### src/dfl_pkg.sv
package dfl_pkg;

  // Buffer and delimiter bounds.
  localparam int unsigned MAX_BYTES   = 65536;
  localparam int unsigned MAX_PATTERN = 8;

  localparam int unsigned POS_W   = $clog2(MAX_BYTES);
  localparam int unsigned COUNT_W = POS_W + 1;
  localparam int unsigned LEN_W   = 4;
  localparam int unsigned PAT_W   = 8 * MAX_PATTERN;
  localparam int unsigned CFG_IDX_W  = 2;
  localparam int unsigned CFG_DATA_W = 64;

  // Configuration register indexes.
  localparam logic [CFG_IDX_W-1:0] REG_MODE           = 2'd0;
  localparam logic [CFG_IDX_W-1:0] REG_PATTERN        = 2'd1;
  localparam logic [CFG_IDX_W-1:0] REG_PATTERN_LENGTH = 2'd2;

  // Report modes.
  localparam logic [1:0] MODE_FIND    = 2'd0;
  localparam logic [1:0] MODE_HEADER  = 2'd1;
  localparam logic [1:0] MODE_TRAILER = 2'd2;
  localparam logic [1:0] MODE_ALL     = 2'd3;

  // One reported range.
  typedef struct packed {
    logic               found;
    logic [POS_W-1:0]   range_start;
    logic [COUNT_W-1:0] range_end;
    logic               overflow;
  } dfl_result_t;

endpackage

### src/dfl_ifs.sv
// Input word channel: one buffer byte and its final-byte flag.
interface dfl_in_if;
  logic       valid;
  logic       ready;
  logic [7:0] data_byte;
  logic       last_byte;
  modport source (output valid, output data_byte, output last_byte, input ready);
  modport sink   (input valid, input data_byte, input last_byte, output ready);
endinterface

// Result word channel: one range per buffer.
interface dfl_out_if;
  logic                           valid;
  logic                           ready;
  logic                           found;
  logic [dfl_pkg::POS_W-1:0]      range_start;
  logic [dfl_pkg::COUNT_W-1:0]    range_end;
  logic                           overflow;
  modport source (output valid, output found, output range_start, output range_end,
                  output overflow, input ready);
  modport sink   (input valid, input found, input range_start, input range_end,
                  input overflow, output ready);
endinterface

// Configuration write channel.
interface dfl_cfg_if;
  logic                              valid;
  logic                              ready;
  logic [dfl_pkg::CFG_IDX_W-1:0]     index;
  logic [dfl_pkg::CFG_DATA_W-1:0]    data;
  modport source (output valid, output index, output data, input ready);
  modport sink   (input valid, input index, input data, output ready);
endinterface

### src/dfl_cell.sv
// One window cell: holds one byte of the sliding window, passes it on to the
// next older cell on every accepted word, and checks the byte it is taking
// against its delimiter byte.
module dfl_cell (
  input  logic       clk,
  input  logic       shift,
  input  logic       active,
  input  logic [7:0] byte_in,
  input  logic [7:0] pat_byte,
  output logic [7:0] byte_out,
  output logic       match
);

  // Window byte; its contents are gated by the byte count, so no reset.
  always_ff @(posedge clk) begin
    if (shift) begin
      byte_out <= byte_in;
    end
  end

  // A cell beyond the delimiter length always agrees.
  assign match = !active || (byte_in == pat_byte);

endmodule

### src/dfl_tracker.sv
// Per-buffer bookkeeping: byte count, first and second match positions and
// the overflow flag. Forms the result for the word being accepted.
module dfl_tracker (
  input  logic                        clk,
  input  logic                        rst,
  input  logic                        step,
  input  logic                        last,
  input  logic                        window_hit,
  input  logic [dfl_pkg::LEN_W-1:0]   len,
  input  logic [1:0]                  mode,
  output dfl_pkg::dfl_result_t        result
);

  logic [dfl_pkg::COUNT_W-1:0] count;
  logic                        first_hit;
  logic [dfl_pkg::POS_W-1:0]   first_position;
  logic                        second_hit;
  logic [dfl_pkg::POS_W-1:0]   second_position;
  logic                        length_overflow;

  logic [dfl_pkg::COUNT_W-1:0] count_next;
  logic                        first_hit_next;
  logic [dfl_pkg::POS_W-1:0]   first_position_next;
  logic                        second_hit_next;
  logic [dfl_pkg::POS_W-1:0]   second_position_next;
  logic                        length_overflow_next;

  logic                        beyond;
  logic [dfl_pkg::COUNT_W-1:0] count_inc;
  logic [dfl_pkg::COUNT_W-1:0] len_ext;
  logic [dfl_pkg::COUNT_W-1:0] pos_wide;
  logic [dfl_pkg::COUNT_W-1:0] second_min;
  logic                        hit;

  // Update for the word being accepted.
  always_comb begin
    beyond    = (count >= dfl_pkg::COUNT_W'(dfl_pkg::MAX_BYTES));
    count_inc = count + dfl_pkg::COUNT_W'(1);
    len_ext   = dfl_pkg::COUNT_W'(len);
    pos_wide  = count_inc - len_ext;
    second_min = dfl_pkg::COUNT_W'(first_position) + len_ext;
    hit = !beyond && (count_inc >= len_ext) && window_hit;

    count_next           = beyond ? count : count_inc;
    length_overflow_next = length_overflow || beyond;
    first_hit_next       = first_hit;
    first_position_next  = first_position;
    second_hit_next      = second_hit;
    second_position_next = second_position;
    if (hit) begin
      if (!first_hit) begin
        first_hit_next      = 1'b1;
        first_position_next = pos_wide[dfl_pkg::POS_W-1:0];
      end else if (!second_hit && (pos_wide >= second_min)) begin
        second_hit_next      = 1'b1;
        second_position_next = pos_wide[dfl_pkg::POS_W-1:0];
      end
    end
  end

  // Result for a final byte, taken from the updated state.
  always_comb begin
    result = '0;
    result.overflow = length_overflow_next;
    unique case (mode)
      dfl_pkg::MODE_FIND: begin
        if (first_hit_next) begin
          result.found       = 1'b1;
          result.range_start = first_position_next;
          result.range_end   = dfl_pkg::COUNT_W'(first_position_next) + len_ext
                               - dfl_pkg::COUNT_W'(1);
        end
      end
      dfl_pkg::MODE_HEADER: begin
        if (first_hit_next) begin
          result.found       = 1'b1;
          result.range_start = first_position_next;
          result.range_end   = second_hit_next
                               ? dfl_pkg::COUNT_W'(second_position_next) - dfl_pkg::COUNT_W'(1)
                               : dfl_pkg::COUNT_W'(first_position_next);
        end
      end
      dfl_pkg::MODE_TRAILER: begin
        if (first_hit_next) begin
          result.found     = 1'b1;
          result.range_end = dfl_pkg::COUNT_W'(first_position_next) + len_ext
                             - dfl_pkg::COUNT_W'(1);
        end
      end
      default: begin
        result.found     = 1'b1;
        result.range_end = count_next;
      end
    endcase
  end

  // State registers; a final byte clears them for the next buffer.
  always_ff @(posedge clk) begin
    if (rst) begin
      count           <= '0;
      first_hit       <= 1'b0;
      first_position  <= '0;
      second_hit      <= 1'b0;
      second_position <= '0;
      length_overflow <= 1'b0;
    end else if (step) begin
      if (last) begin
        count           <= '0;
        first_hit       <= 1'b0;
        first_position  <= '0;
        second_hit      <= 1'b0;
        second_position <= '0;
        length_overflow <= 1'b0;
      end else begin
        count           <= count_next;
        first_hit       <= first_hit_next;
        first_position  <= first_position_next;
        second_hit      <= second_hit_next;
        second_position <= second_position_next;
        length_overflow <= length_overflow_next;
      end
    end
  end

endmodule

### src/delimiter_frame_locator_top.sv
// Delimiter frame locator.
// A buffer arrives on in_ch one byte per word, last_byte set on its final
// byte. A chain of eight window cells shifts each accepted byte along and
// compares it against the delimiter set through cfg_ch (mode, pattern,
// pattern_length as register indexes 0, 1, 2); cfg_ch is always ready and
// must only be written while no buffer is in progress.
// Nothing is reported for bytes before the final one. The final byte yields
// one result word on out_ch in the cycle after it is accepted: found,
// range_start, range_end and overflow, chosen by the mode.
// Throughput is one byte per clock while no result waits on out_ch;
// the next buffer may start right behind a final byte.
// The result sits in one output register. While it waits for out_ch.ready,
// in_ch stays ready only if the waiting word leaves in the same cycle, so a
// stalled receiver holds the input after one result.
// Reset clears the registers (mode 0, pattern 0, length 1), the byte count,
// the match bookkeeping and the output valid; window bytes are not cleared.
module delimiter_frame_locator_top (
  input  logic           clk,
  input  logic           rst,
  dfl_in_if.sink         in_ch,
  dfl_out_if.source      out_ch,
  dfl_cfg_if.sink        cfg_ch
);

  logic [1:0]                   mode;
  logic [dfl_pkg::PAT_W-1:0]    pattern;
  logic [dfl_pkg::LEN_W-1:0]    pattern_length;
  logic [dfl_pkg::LEN_W-1:0]    len;

  logic                         accept;
  logic [7:0]                   cell_byte [dfl_pkg::MAX_PATTERN];
  logic [7:0]                   cell_in   [dfl_pkg::MAX_PATTERN];
  logic [7:0]                   cell_pat  [dfl_pkg::MAX_PATTERN];
  logic [dfl_pkg::MAX_PATTERN-1:0] cell_active;
  logic [dfl_pkg::MAX_PATTERN-1:0] cell_match;
  logic                         window_hit;

  dfl_pkg::dfl_result_t         result;
  dfl_pkg::dfl_result_t         out_word;
  logic                         out_valid;

  // Configuration registers.
  assign cfg_ch.ready = 1'b1;

  always_ff @(posedge clk) begin
    if (rst) begin
      mode           <= dfl_pkg::MODE_FIND;
      pattern        <= '0;
      pattern_length <= dfl_pkg::LEN_W'(1);
    end else if (cfg_ch.valid) begin
      unique case (cfg_ch.index)
        dfl_pkg::REG_MODE:           mode           <= cfg_ch.data[1:0];
        dfl_pkg::REG_PATTERN:        pattern        <= cfg_ch.data[dfl_pkg::PAT_W-1:0];
        dfl_pkg::REG_PATTERN_LENGTH: pattern_length <= cfg_ch.data[dfl_pkg::LEN_W-1:0];
        default: begin
        end
      endcase
    end
  end

  // Delimiter length in use, clamped to 1..MAX_PATTERN.
  always_comb begin
    if (pattern_length == '0) begin
      len = dfl_pkg::LEN_W'(1);
    end else if (pattern_length > dfl_pkg::LEN_W'(dfl_pkg::MAX_PATTERN)) begin
      len = dfl_pkg::LEN_W'(dfl_pkg::MAX_PATTERN);
    end else begin
      len = pattern_length;
    end
  end

  // Cell i holds the byte of age i; it meets delimiter byte len-1-i.
  always_comb begin
    logic [dfl_pkg::LEN_W-1:0] k;
    for (int i = 0; i < dfl_pkg::MAX_PATTERN; i++) begin
      k = len - dfl_pkg::LEN_W'(1) - dfl_pkg::LEN_W'(i);
      cell_active[i] = (dfl_pkg::LEN_W'(i) < len);
      cell_pat[i]    = pattern[8 * k[$clog2(dfl_pkg::MAX_PATTERN)-1:0] +: 8];
      cell_in[i]     = (i == 0) ? in_ch.data_byte : cell_byte[(i == 0) ? 0 : i - 1];
    end
  end

  assign accept = in_ch.valid && in_ch.ready;

  // Row of window cells.
  for (genvar g = 0; g < dfl_pkg::MAX_PATTERN; g++) begin : g_cell
    dfl_cell u_cell (
      .clk      (clk),
      .shift    (accept),
      .active   (cell_active[g]),
      .byte_in  (cell_in[g]),
      .pat_byte (cell_pat[g]),
      .byte_out (cell_byte[g]),
      .match    (cell_match[g])
    );
  end

  assign window_hit = &cell_match;

  dfl_tracker u_tracker (
    .clk        (clk),
    .rst        (rst),
    .step       (accept),
    .last       (in_ch.last_byte),
    .window_hit (window_hit),
    .len        (len),
    .mode       (mode),
    .result     (result)
  );

  // Output register.
  assign in_ch.ready = !out_valid || out_ch.ready;

  always_ff @(posedge clk) begin
    if (rst) begin
      out_valid <= 1'b0;
    end else if (accept && in_ch.last_byte) begin
      out_valid <= 1'b1;
    end else if (out_ch.ready) begin
      out_valid <= 1'b0;
    end
  end

  always_ff @(posedge clk) begin
    if (accept && in_ch.last_byte) begin
      out_word <= result;
    end
  end

  assign out_ch.valid       = out_valid;
  assign out_ch.found       = out_word.found;
  assign out_ch.range_start = out_word.range_start;
  assign out_ch.range_end   = out_word.range_end;
  assign out_ch.overflow    = out_word.overflow;

  // A result appears only after a final byte.
  a_result_follows_last: assert property (@(posedge clk) disable iff (rst)
    $rose(out_valid) |-> $past(accept && in_ch.last_byte))
    else $error("result word without a final byte");

  // A final byte always produces a result word in the next cycle.
  a_last_gives_result: assert property (@(posedge clk) disable iff (rst)
    (accept && in_ch.last_byte) |=> out_valid)
    else $error("final byte produced no result");

  // A missing delimiter reports an empty range.
  a_empty_when_not_found: assert property (@(posedge clk) disable iff (rst)
    (out_valid && !out_word.found) |-> (out_word.range_start == '0 && out_word.range_end == '0))
    else $error("range reported without a match");

endmodule

### src/flat_wrapper.sv
// flat-port wrapper written by rule: the top's interface ports become plain ports
module delimiter_frame_locator_top_flat 
  (clk, rst, in_ch_valid, in_ch_data_byte, in_ch_last_byte, in_ch_ready, out_ch_valid, out_ch_found, out_ch_range_start, out_ch_range_end, out_ch_overflow, out_ch_ready, cfg_ch_valid, cfg_ch_index, cfg_ch_data, cfg_ch_ready);
  dfl_in_if in_ch_i ();
  dfl_out_if out_ch_i ();
  dfl_cfg_if cfg_ch_i ();
  input  logic clk;
  input  logic rst;
  input wire logic [$bits(in_ch_i.valid)-1:0] in_ch_valid;
  input wire logic [$bits(in_ch_i.data_byte)-1:0] in_ch_data_byte;
  input wire logic [$bits(in_ch_i.last_byte)-1:0] in_ch_last_byte;
  output wire logic [$bits(in_ch_i.ready)-1:0] in_ch_ready;
  output wire logic [$bits(out_ch_i.valid)-1:0] out_ch_valid;
  output wire logic [$bits(out_ch_i.found)-1:0] out_ch_found;
  output wire logic [$bits(out_ch_i.range_start)-1:0] out_ch_range_start;
  output wire logic [$bits(out_ch_i.range_end)-1:0] out_ch_range_end;
  output wire logic [$bits(out_ch_i.overflow)-1:0] out_ch_overflow;
  input wire logic [$bits(out_ch_i.ready)-1:0] out_ch_ready;
  input wire logic [$bits(cfg_ch_i.valid)-1:0] cfg_ch_valid;
  input wire logic [$bits(cfg_ch_i.index)-1:0] cfg_ch_index;
  input wire logic [$bits(cfg_ch_i.data)-1:0] cfg_ch_data;
  output wire logic [$bits(cfg_ch_i.ready)-1:0] cfg_ch_ready;
  assign in_ch_i.valid = in_ch_valid;
  assign in_ch_i.data_byte = in_ch_data_byte;
  assign in_ch_i.last_byte = in_ch_last_byte;
  assign in_ch_ready = in_ch_i.ready;
  assign out_ch_valid = out_ch_i.valid;
  assign out_ch_found = out_ch_i.found;
  assign out_ch_range_start = out_ch_i.range_start;
  assign out_ch_range_end = out_ch_i.range_end;
  assign out_ch_overflow = out_ch_i.overflow;
  assign out_ch_i.ready = out_ch_ready;
  assign cfg_ch_i.valid = cfg_ch_valid;
  assign cfg_ch_i.index = cfg_ch_index;
  assign cfg_ch_i.data = cfg_ch_data;
  assign cfg_ch_ready = cfg_ch_i.ready;
  delimiter_frame_locator_top u_core (.clk(clk), .rst(rst), .in_ch(in_ch_i), .out_ch(out_ch_i), .cfg_ch(cfg_ch_i));
endmodule
### config.mk
export PLATFORM = sky130hd
export DESIGN_NAME = delimiter_frame_locator_top_flat
export DESIGN_NICKNAME = d
export VERILOG_FILES = /design/src/dfl_pkg.sv /design/src/dfl_ifs.sv /design/src/dfl_cell.sv /design/src/dfl_tracker.sv /design/src/delimiter_frame_locator_top.sv /design/src/flat_wrapper.sv
export SDC_FILE = /design/constraint.sdc
export NUM_CORES = 1
export LEC_CHECK = 0
export ABC_AREA = 0
export ABC_CLOCK_PERIOD_IN_PS = 11400
export BUFFER_PORTS_ARGS = -buffer_cell sky130_fd_sc_hd__buf_4
export CORE_ASPECT_RATIO = 0.5
export CORE_MARGIN = 2
export CORE_UTILIZATION = 40
export DETAILED_ROUTE_END_ITERATION = 7
export GPL_ROUTABILITY_DRIVEN = 0
export PLACE_DENSITY = 0.54
export SLEW_MARGIN = 15
export SYNTH_ARGS = -nofsm -noshare
export SYNTH_HDL_FRONTEND = slang
export SYNTH_SLANG_ARGS = --single-unit
### constraint.sdc
create_clock -name clk -period 11.4 [get_ports clk]
set_input_delay 0.57 -clock clk [delete_from_list [all_inputs] [get_ports clk]]
set_output_delay 0.57 -clock clk [all_outputs]
set_load 0.05 [all_outputs]
==> flow_summary.yaml <==
routing:
  drtAntennaViolNets: 0
  drt-met1-wl_um: 19200
  routed_wirelength_um: 44700
  via_count: 12100
  detail_route.wl_per_cell_um: 21.5
  drc: 0
  met3WireLength_um: 2750
  top_layer_used: "met4"
  routed-wl-met2_um: 21300
  drtIter0Drc: 915
  avgViaCountPerCell: 5.81
  drt-pass1-iter-count: 5
synth:
  ys_top_cells_by_area: "edfxtp_1 (19%), dfxtp_1 (17%), mux4_2 (11%), mux2i_1 (6.9%), xnor2_1 (5.4%)"
  syn_inst: 1523
  synth_edf_count: 91
  synth-main-ff-cell: "dfxtp_1"
  synth.top_cell.area_share_pct: 18.5
  synth_cell_type_count: 77
  ys_ff_latch: 214
  synth_largest_area_cell: "edfxtp_1"
  async_flop_share_pct: 0
  synth-seq-area-share_pct: 35.3
  yosysWarningCount: 0
  synth.avg_cell_area_um2: 9.67
  syn-cell-area_um2: 14700
  syn_nets: 1656
finish:
  final_cell_mix: "nand2_1 (192), buf_4 (132), dfxtp_1 (123)"
  fin_cells: 2082
  area_delta_synth_final_pct: 12.7
  final_core_util_pct: 46.0
  fin_nets: 1715
  antenna_cells: 0
  drive_gt1_share_pct: 17.5
  final_common_cell: "nand2_1"
clocking:
  cts_tree: "yes"
  root_buffer: "clkbuf_16"
  clockBufferDepth: 3
  clkSlewWorstSetupHoldPaths_ns: 0.07
  clock_sink_count: 214
  htree_levels: 1
  cts_resized: 0
  postCtsHoldBufs: 0
  cts_buffers: 22
  post_cts_buffers: 0
  clk_latency_ns: 0.53
power:
  power_density_nw_per_um2: 118
  p_leak_nw: 6.06
  ir_worst_vdd_mv: 0.0875
worst_setup_path:
  slowest_delay_ns: 0.78
  start_kind: "flip-flop"
  critPathRequiredTime_ns: 11.78
  slowest_stage: "xnor2_2"
  end_kind: "flip-flop"
  crit_arrival_ns: 10.67
  cp_top_family: "compound AO/OA/AOI/OAI gates"
  rrSetupSlack_ns: 1.11
  worstSetupPathType: "reg2reg"
  cp.buffers_inverters: 4
  cp_max_fo: 42
  path_common_cell: "ha_1"
grt:
  grt_max_degree: 101
  grt_use_total_pct: 23.2
  grt_pass1_wl_um: 69300
  grt_pass1_vias: 12000
  grt_overflow_total: 0
  grt_antenna_before_repair: 2
sta:
  min_period_ns: 10.29
  setup_tns_ns: 0
  period_share_pct: 90.3
  worst_slew_pin_slew_ns: 1.12
  slew_viol_final: 0
  rsz0062_at_grt: "false"
  setup_violations: 0
  slew_headroom_pct: 24.8
  max_freq_ghz: 0.0972
  finClkSkew_ns: 0.0166
  finalHoldViolCount: 0
min_path:
  hold_class: "in2reg"
placed_design:
  dp_hpwl_um: 33700
  portBuffers: 116
  placed_cells: 2042
die:
  die_w_um: 275
  die-area_um2: 38500
  ios: 118
  fp.coreArea_um2: 36100
  dieHeight_um: 140
  initial_core_util_pct: 40.8
  row_count: 49
run:
  max_cap_violations: 0
run_status:
  status: "complete, no violations"
-- registers in the layout (all words and copies together), names as in the netlist --
register and flops:
u_core.u_tracker.first_hit 1, u_core.out_ch.range_start 16, u_core.out_ch.range_end 17, u_core.out_ch.found 1, u_core.pattern 64, u_core.out_ch.overflow 1, u_core.g_cell.u_cell.byte_out 56, u_core.u_tracker.count 17
u_core.u_tracker.second_position 16, u_core.pattern_length 4, u_core.u_tracker.second_hit 1, u_core.u_tracker.first_position 16, u_core.mode 2, u_core.u_tracker.length_overflow 1, u_core.out_ch.valid 1
-- metal layers --
metal | vias up | GRT usage (%)
met5 | - | 0
met4 | 0 | 7.54
met3 | 85 | 4.04
met2 | 409 | 38.8
met1 | 5941 | 30.4
li1 | 5662 | -
-- final timing paths --
kind | startpoint | end | depth (start not counted)
setup / recovery | u_core.pattern_length[2] | u_core.out_ch.range_end[16] | 33
hold / removal | in_ch_data_byte[3] | u_core.g_cell[0].u_cell.byte_out[3] | 1
setup reg to reg | u_core.pattern_length[2] | u_core.out_ch.range_end[16] | 33
hold reg to reg | u_core.u_tracker.length_overflow | u_core.u_tracker.length_overflow | 2
-- cell usage after synthesis, drive strengths merged (38+ instances only) --
| cell type | n |
|---|---|
| xnor2 | 91 |
| a21oi | 106 |
| xor2 | 70 |
| mux2i | 103 |
| clkbuf | 68 |
| edfxtp | 91 |
| mux4 | 69 |
| o21ai | 52 |
| dfxtp | 123 |
| nand2 | 192 |
| inv | 46 |
| ha | 50 |
| nor2 | 120 |
| a22oi | 38 |
-- worst reg2reg max path: cells and delay by family (launching register included) --
| kind | cells | cell delay (ns) |
|---|---|---|
| compound gates | 12 | 3.01 |
| mux | 4 | 1.22 |
| simple gates | 7 | 2.05 |
| xor+xnor | 2 | 0.88 |
| buf+inv | 4 | 0.98 |
| flops | 1 | 0.61 |
| fa+ha+maj | 4 | 1.40 |
-- kinds of logic (layout without fill, tap and decap cells) --
kind of cell               Yosys count  in the layout  share of synthesized area [%]
and+or+nand+nor                    473            473                           14.8
AOI/OAI and AO/OA                  286            286                           12.4
DFF                                214            214                           35.3
muxes                              192            192                           19.1
xor gates and xnor gates           161            161                           9.57
buffers and inverters              143            218                           4.18
adders and majority gates           53             53                           4.65
other                                1              1                         0.0255
-- where the power goes --
group	switching [mW]	internal (mW)
sequential	0.0324	0.829
clock	0.316	0.398
combinational	0.217	0.160
total	0.565	1.39
-- per-stage QoR --
step | area (um^2) | setup WS [ns] | power [mW] | hold WS (ns)
after floorplan | 14700 | 2.89 | 1.14 | 0.429
after global placement | 15900 | 1.62 | 1.24 | 0.447
after detailed placement | 15900 | 1.25 | 1.25 | 0.455
after CTS | 16600 | 1.21 | 1.97 | 0.237
after global routing | 16600 | 0.258 | 2.04 | 0.234
final | 16600 | 1.11 | 1.95 | 0.258
-- final cells by class --
class	instances	area, um^2
fillers	3431	19500
inverters	46	175
clock inverters	11	82.6
flip-flops and latches	214	5190
well taps	484	606
clock buffers	29	608
repair buffers	132	991
multi-input cells	1166	8950
Power figures use the tool's default switching activity.
